### config.mk
export PLATFORM = sky130hd
export DESIGN_NAME = wsp_out_stage
export DESIGN_NICKNAME = d
export VERILOG_FILES = /design/src/wheel_sync_pid_drive_core_assert.svh /design/src/wsp_pkg.sv /design/src/wsp_out_stage.sv
export SDC_FILE = /design/constraint.sdc
export NUM_CORES = 1
export LEC_CHECK = 0
export ABC_AREA = 1
export BUFFER_PORTS_ARGS = -buffer_cell sky130_fd_sc_hd__buf_2
export CORE_ASPECT_RATIO = 1.2
export CORE_MARGIN = 4
export CORE_UTILIZATION = 42
export CTS_BUF_LIST = sky130_fd_sc_hd__clkbuf_16
export CTS_CLUSTER_DIAMETER = 60
export DETAILED_ROUTE_END_ITERATION = 6
export HOLD_SLACK_MARGIN = 0.15
export PLACE_DENSITY_LB_ADDON = 0.2
export SETUP_SLACK_MARGIN = 0.3
export SYNTH_ARGS = -nofsm -noshare
export SYNTH_HDL_FRONTEND = slang
export SYNTH_SLANG_ARGS = --single-unit
### constraint.sdc
create_clock -name clk -period 5.6 [get_ports clk]
set_input_delay 0.28 -clock clk [delete_from_list [all_inputs] [get_ports clk]]
set_output_delay 0.28 -clock clk [all_outputs]
set_load 0.005 [all_outputs]
### src/wheel_sync_pid_drive_core_assert.svh
// Assertion macros shared by the drive core RTL.
// Each macro expands to one labeled concurrent assertion on clk, disabled
// while rst is high.
`ifndef WHEEL_SYNC_PID_DRIVE_CORE_ASSERT_SVH
`define WHEEL_SYNC_PID_DRIVE_CORE_ASSERT_SVH

// Same-cycle implication: when ante holds, cons holds at the same edge.
`define WSP_ASSERT_SAME(lbl, ante, cons, msg) \
  lbl: assert property (@(posedge clk) disable iff (rst) (ante) |-> (cons)) \
    else $error(msg);

// Next-cycle implication: when ante holds, cons holds at the next edge.
`define WSP_ASSERT_NEXT(lbl, ante, cons, msg) \
  lbl: assert property (@(posedge clk) disable iff (rst) (ante) |=> (cons)) \
    else $error(msg);

`endif

### src/wsp_pkg.sv
// ----------------------------------------------------------------------------
// wsp_pkg
// Shared types and codes of the two-wheel drive core.
// ----------------------------------------------------------------------------
package wsp_pkg;

  localparam int REQ_W     = 3;
  localparam int CFG_IDX_W = 3;
  localparam int CFG_W     = 16;
  localparam int DUTY_W    = 8;
  localparam int COUNT_W   = 32;
  localparam int ERR_W     = 33;
  localparam int ESUM_W    = 17;
  localparam int TARGET_W  = 24;
  localparam int IN_DATA_W  = 24;
  localparam int OUT_DATA_W = 40;

  // Request codes
  localparam logic [REQ_W-1:0] REQ_LEFT_EDGE  = 3'd0;
  localparam logic [REQ_W-1:0] REQ_RIGHT_EDGE = 3'd1;
  localparam logic [REQ_W-1:0] REQ_FORWARD    = 3'd2;
  localparam logic [REQ_W-1:0] REQ_TURN_RIGHT = 3'd3;
  localparam logic [REQ_W-1:0] REQ_TURN_LEFT  = 3'd4;
  localparam logic [REQ_W-1:0] REQ_TICK       = 3'd5;

  // Motion modes
  localparam logic [1:0] MODE_IDLE  = 2'd0;
  localparam logic [1:0] MODE_FWD   = 2'd1;
  localparam logic [1:0] MODE_RIGHT = 2'd2;
  localparam logic [1:0] MODE_LEFT  = 2'd3;

  // Configuration register indexes
  localparam logic [CFG_IDX_W-1:0] CFG_GAIN_P         = 3'd0;
  localparam logic [CFG_IDX_W-1:0] CFG_GAIN_I         = 3'd1;
  localparam logic [CFG_IDX_W-1:0] CFG_GAIN_D         = 3'd2;
  localparam logic [CFG_IDX_W-1:0] CFG_INTEGRAL_LIMIT = 3'd3;
  localparam logic [CFG_IDX_W-1:0] CFG_CELL_TICKS     = 3'd4;
  localparam logic [CFG_IDX_W-1:0] CFG_TICKS_PER_TURN = 3'd5;

  // PID gains and integral clamp
  typedef struct packed {
    logic signed [CFG_W-1:0] gain_p;
    logic signed [CFG_W-1:0] gain_i;
    logic signed [CFG_W-1:0] gain_d;
    logic        [CFG_W-1:0] integral_limit;
  } pid_cfg_t;

  // One PID update: new loop state and the two wheel duties
  typedef struct packed {
    logic signed [ESUM_W-1:0] error_sum;
    logic signed [ERR_W-1:0]  prior_error;
    logic        [DUTY_W-1:0] duty_left;
    logic        [DUTY_W-1:0] duty_right;
  } pid_res_t;

  // One result transaction
  typedef struct packed {
    logic [DUTY_W-1:0] chan_a1;
    logic [DUTY_W-1:0] chan_a2;
    logic [DUTY_W-1:0] chan_b1;
    logic [DUTY_W-1:0] chan_b2;
    logic              busy_res;
    logic              done_res;
  } result_t;

endpackage

### src/wsp_out_stage.sv
// ----------------------------------------------------------------------------
// wsp_out_stage
// Result register on the master stream side; frees itself as the sink takes
// each transaction so a new result may load in the same cycle.
// ----------------------------------------------------------------------------
module wsp_out_stage (
  input  logic                              clk,
  input  logic                              rst,
  input  logic                              load,
  input  wsp_pkg::result_t                  result,
  output logic                              can_load,
  output logic                              m_axis_tvalid,
  input  logic                              m_axis_tready,
  // tdata: chan_a1[7:0], chan_a2[15:8], chan_b1[23:16], chan_b2[31:24],
  //        busy_res[32], done_res[33], zero fill [39:34]
  output logic [wsp_pkg::OUT_DATA_W-1:0]    m_axis_tdata
);
  import wsp_pkg::*;

  logic                  out_valid;
  logic [OUT_DATA_W-1:0] out_data;

  assign can_load = !out_valid || m_axis_tready;

  // Valid flag
  always_ff @(posedge clk) begin
    if (rst) begin
      out_valid <= 1'b0;
    end else if (can_load) begin
      out_valid <= load;
    end
  end

  // Payload, first field in the low bits
  always_ff @(posedge clk) begin
    if (load && can_load) begin
      out_data <= {6'd0, result.done_res, result.busy_res, result.chan_b2,
                   result.chan_b1, result.chan_a2, result.chan_a1};
    end
  end

  assign m_axis_tvalid = out_valid;
  assign m_axis_tdata  = out_data;

endmodule

==> results by group, run 1 <==
Outcome
  – Run status: completed

Timing
  – Fmax: roughly 0.66 GHz
  – Slew @ Worst Pin: approximately 970 ps
  – Fin. Hold Viols: 0
  – Final WS setup: approximately 4100 ps
  – Final period util: 27.0%
  – RSZ-0062 raised after global routing: no
  – Setup TNS: 0 ps
  – Hold Slack: roughly 180 ps
  – Rel. slew slack: about a third
  – Clock skew: 2.33 ps
  – Slew Limit Fails: 0
  – Setup Viol. Count Final: 0
  – Fin crit period: 1510 ps

GRT
  – Tot GR Track Use: around an eighth
  – Grt total ovfl: 0
  – Initial antenna violation count: 0
  – Pin count of the biggest net entering global routing: 35
  – First-pass GRT wire length: 2.69 mm
  – Vias in the first global route: 647

Critical path
  – CP max-delay cell: a21oi_4
  – Setup crit end kind: flop
  – Crit path max fanout: 34
  – CP Launch Type: flop
  – Crit path max-delay family: compound AO/OA/AOI/OAI gates
  – Crit path buffers/inverters: 0
  – Slowest stage delay, CP: 780 ps
  – Worst EP required: between 5000 and 6000 ps
  – CP Class: flop to flop
  – WP data arrival: around 1400 ps
  – CP cell instances: a21oi_4

Yosys
  – YS warnings: 0
  – Cell variety after synth: 9
  – Main combinational cell family by area after synthesis: buffers and inverters
  – Synth Area in Simple Gates: less than 1%
  – Cell count after synthesis: 47
  – Synth Area in XOR/XNOR: 0%
  – Syn Area/Cell: about 24 um^2
  – Synth Area in Compound Gates: 1.23%
  – Post-synthesis mux area share: 0%
  – Seq/Total Area, Yosys: between 90% and 100%
  – Post-Synth Adder-Cell Area: 0%
  – Cell Area, Synth: approximately 1100 um^2
  – Synth Register Bits: 35

Layout
  – # nets final: around 160
  – Layout cells sized above 1: between 60% and 70%
  – Area growth syn-to-layout: 47.3%
  – Fillers: 196
  – Fin area: approximately 1600 um^2
  – Ant. Diodes: 0

Clock network
  – CTS resizes: 0
  – Clock buffer count from CTS: 5
  – Maximum clock path buffer count: 2
  – CTS clock-pin slew for the worst setup and hold paths: approximately 50 ps
  – Sink Count: 35
  – Post-CTS setup buffer count: 0
  – CTS tree: yes
  – Hold_buf cts: 0
  – Skew-Pair Late Insertion Delay: 270 ps
  – H-tree depth: 2
  – Root Buffer Master: clkbuf_16

Die
  – Die width: roughly 55 um
  – Die ar.: approximately 3600 um^2
  – Core Region: around 2600 um^2
  – Row cnt: 20
  – Die Height: 64.5 um
  – Initial Util: 43.8%
  – Num ports: 80

Route
  – Drt first pass iters: 3
  – WL final: 1.95 mm
  – Drt drc: 0
  – Routed len/inst: 12.2 um
  – Via count: a little under 700
  – Initial DRC Count: 13
  – Routed Antenna Nets: 0
  – Vias per Instance: between 4 and 5

Power
  – Power per standard cell area: 358 nW/um^2
  – Total power: about 0.59 mW
  – Leakage: about 0.74 nW
  – Maximum VDD drop: 351 uV

Hold path
  – HP Class: primary input to flop

Placement
  – Final HPWL DP: 1.58 mm
  – DP Area: roughly 1500 um^2
  – Placer Congestion: 0.581
  – DP Worst Slack: around 4000 ps
  – Port bufs: 73

Job
  – Max_cap viols: 0
## metrics by stage
| stage | std cells | util, % |
|---|---|---|
| floorplan | 52 | - |
| CTS | 160 | 64.5 |
| global placement | 152 | 59.1 |
| detailed placement | 152 | 59.1 |
| finish | 160 | 64.5 |
| global route | 160 | 64.5 |
## routing by layer
layer	GRT usage (%)	wire length [um]
met1	9.58	524
met2	20.0	1140
met3	5.52	213
met4	9.73	67
met5	0	0
## worst paths after layout
check | startpoint | slack, ps | endpoint | cells past startpoint
hold / removal | rst | 180 | m_axis_tvalid | 2
setup / recovery | m_axis_tvalid | 4090 | m_axis_tdata[6] | 1
hold reg to reg | m_axis_tvalid | 530 | m_axis_tvalid | 2
setup reg to reg | m_axis_tvalid | 4090 | m_axis_tdata[6] | 1
## registers in the layout, summed over array words and instances, names as in the netlist
| name | cells |
|---|---|
| m_axis_tdata | 34 |
| m_axis_tvalid | 1 |
## power by group
group / total (mW) / internal [mW] / leakage [nW] / switching (mW)
clock: 0.242 / 0.159 / 0.0776 / 0.0830
sequential: 0.310 / 0.307 / 0.337 / 0.00372
combinational: 0.0374 / 0.0191 / 0.323 / 0.0183
total: 0.590 / 0.485 / 0.737 / 0.105
## synthesized netlist by cell type
master	instances	area share, %
conb_1	1	0.34
nand2_2	1	0.56
inv_1	1	0.34
inv_2	1	0.34
edfxtp_1	34	91
a21oi_2	1	0.78
buf_4	6	4.0
a21oi_1	1	0.45
dfxtp_1	1	1.8
## final cells by class
| type | count | area [um^2] | area share [%] |
|---|---|---|---|
| Sequential cell | 35 | 1040 | 63.3 |
| Timing Repair Buffer | 73 | 365 | 22.2 |
| Clock buffer | 5 | 125 | 7.60 |
| Multi-Input combinational cell | 9 | 53.8 | 3.27 |
| Tap cell | 33 | 41.3 | 2.51 |
| Clock inverter | 3 | 11.3 | 0.684 |
| Inverter | 2 | 7.51 | 0.456 |
## cells in the final DEF (no fill, tap or decap), drive strengths merged
| master | instances |
|---|---|
| a21oi | 2 |
| buf | 73 |
| clkbuf | 5 |
| conb | 6 |
| dfxtp | 1 |
| edfxtp | 34 |
| inv | 5 |
| nand2 | 1 |
## kinds of logic after synthesis
kind of cell / after synthesis
flip-flops: 35
buffers and inverters: 8
AO/OA/AOI/OAI: 2
AND/OR/NAND/NOR: 1
other: 1
Note: power is estimated with default switching activity, not from simulation.
==> inputs of run 2 (changes only) <==
CORE_UTILIZATION = 39   (was 42)
clock period = 1.55 ns   (was 5.6 ns; I/O delays follow)
==> results by group, run 2 (synthesis gave the netlist of run 1 again) <==
Outcome
  – Run status: completed

GRT
  – GR peak layer: met2
  – Tot GR Track Use: 14.8% (+3.0 points)
  – GR Layer Usage met3: 5.43% (-0.091 points)
  – Initial antenna violation count: 0 (unchanged)
  – Grt total ovfl: 0 (unchanged)
  – Pin count of the biggest net entering global routing: 21 (-40%)
  – Vias in the first global route: 888 (+37%)
  – Global-route track usage on met2: 25.6% (+5.6 points)
  – Met1 GRT Util: 15.0% (+5.4 points)
  – First-pass GRT wire length: 4.00 mm (+48%)

Layout
  – # nets final: 202 (+23%)
  – Layout Utilization: 73.4% (+8.9 points)
  – Most common cell after layout, fill and taps aside: buf_2
  – Fillers: 181 (-7.7%)
  – Largest register FFs: 34 (unchanged)
  – Area growth syn-to-layout: 81.2%
  – Flip-flop and latch area: 1040 um^2 (+0.12%)
  – Ant. Diodes: 0 (unchanged)
  – Area of the multi-input gates: 53.8 um^2 (unchanged)
  – Layout cells sized above 1: 52.1% (-12 points)
  – Most frequent cells in the layout: buf_2 (73), dlygate4sd3_1 (36), edfxtp_1 (34)

Die
  – Row cnt: 21 (+5.0%)
  – Num ports: 80 (unchanged)
  – Die Height: 66.6 um (+3.3%)
  – Initial Util: 40.5% (-3.3 points)
  – Die ar.: 3790 um^2 (+6.6%)
  – Core Region: 2760 um^2 (+8.1%)
  – Die width: 56.9 um (+3.2%)

Placement
  – Placer Congestion: 0.773 (+33%)
  – Port bufs: 73 (unchanged)

Timing
  – Clock skew: 4.49 ps (+2.16 ps)
  – Fmax: 0.851 GHz
  – Slew Limit Fails: 0 (unchanged)
  – Fin crit period: approximately 1200 ps
  – RSZ-0062 raised after global routing: no
  – Setup Viol. Count Final: 0 (unchanged)
  – Setup TNS: 0 ps (unchanged)
  – Final period util: around 76%
  – Fin. Hold Viols: 0 (unchanged)

Clock network
  – CTS tree: yes
  – H-tree depth: 2 (unchanged)
  – CTS clock-pin slew for the worst setup and hold paths: 50 ps (about the same)
  – Root Buffer Master: clkbuf_16
  – Clock buffer count from CTS: 5 (unchanged)
  – Maximum clock path buffer count: 2 (unchanged)
  – Post-CTS setup buffer count: 0 (unchanged)
  – Skew-Pair Late Insertion Delay: 270 ps (about the same)
  – Sink Count: 35 (unchanged)

Route
  – Routed Antenna Nets: 0 (unchanged)
  – Initial DRC Count: 10 (-3)
  – Drt first pass iters: 3 (unchanged)
  – Vias per Instance: 4.10 (-2.9%)
  – Routed len/inst: 12.9 um (+5.6%)
  – WL final: 2.56 mm (+31%)
  – Via count: 815 (+21%)
  – Drt drc: 0 (unchanged)

Power
  – Power per standard cell area: 1100 nW/um^2 (+210%)
  – Maximum VDD drop: 970 uV (+180%)
  – Leakage: 0.898 nW (+22%)

Critical path
  – CP Class: primary input to flop
  – Reg2reg setup slack: 390 ps (-3700 ps)
  – WP data arrival: 1380 ps (-20 ps)
  – CP max-delay cell: dlygate4sd3_1
  – Slowest stage delay, CP: 560 ps (-220 ps)
  – Crit path max-delay family: buffers and inverters
  – Worst Setup SP: rst
  – CP Launch Type: primary input
  – Worst reg2reg path startpoint: m_axis_tvalid
  – Critical R2R Capture: m_axis_tvalid
  – R2R depth: 3 (+2)
  – CP cell instances: dlygate4sd3_1 -> buf_2 -> a21oi_2 -> dlygate4sd3_1
  – Crit path buffers/inverters: 3 (+3)
  – Worst path most repeated cell: dlygate4sd3_1
  – Setup crit end kind: flop
  – Worst EP required: 1760 ps (-3730 ps)
  – Crit path max fanout: 1 (-97%)

Hold path
  – HP Class: primary input to flop
  – Startpoint of the worst hold path: m_axis_tready
  – WHS Path Cells: 4 (+2)
  – End of the worst hold path: m_axis_tdata[3]

Job
  – Max_cap viols: 0 (unchanged)
run 2: cell type report:
cell class                 count  area share [%]
multi-input combinational      9            2.66
timing repair buffer         111            36.6
inverter                       2           0.371
tap                           34            2.10
clock inverter                 3           0.618
sequential                    35            51.5
clock buffer                   5            6.18
run 2: per-layer routing:
| layer | wire length, um | up-vias |
|---|---|---|
| li1 | - | 395 |
| met1 | 881 | 371 |
| met2 | 1390 | 42 |
| met3 | 217 | 7 |
| met4 | 69 | 0 |
| met5 | 0 | - |
run 2: through the flow:
stage               total power [mW]  hold WS [ps]  worst slack (ps)  std cells  instance area (um^2)
CTS                             2.25           408               412        199                  2020
global placement                1.28           231               517        155                  1530
global route                    2.33           436               326        199                  2020
detailed placement              1.28           236               501        155                  1530
finish                          2.23           418               375        199                  2020
floorplan                       1.19           133               203         52                  1150
run 2: worst reg2reg max path: cells and delay by family (launching register included):
family                 cells  cell delay [ps]
flip-flops                 1              360
AND/OR/NAND/NOR            1               70
AO/OA/AOI/OAI              1              110
buffers and inverters      1              560
run 2: how the worst max path moves through the flow:
stage | slack, ps | end | cells past startpoint
after global routing | 330 | m_axis_tvalid | 4
after floorplan | 200 | m_axis_tdata[0] | 1
final | 380 | m_axis_tvalid | 4
after global placement | 520 | m_axis_tdata[16] | 2
after CTS | 410 | m_axis_tvalid | 4
after detailed placement | 500 | m_axis_tdata[24] | 2
run 2: what timing repair did:
action / in CTS / in global routing
hold buffers: 36 / 0
resized for setup: 0 / 0
endpoints found under the hold margin: 35 / 0
run 2: power breakdown:
group          internal [mW]  leakage (nW)  total, mW  switching, mW
Clock                  0.578        0.0762      0.901          0.323
Sequential              1.11         0.338       1.12         0.0138
Combinational          0.133         0.484      0.214         0.0809
Total                   1.82         0.898       2.23          0.417
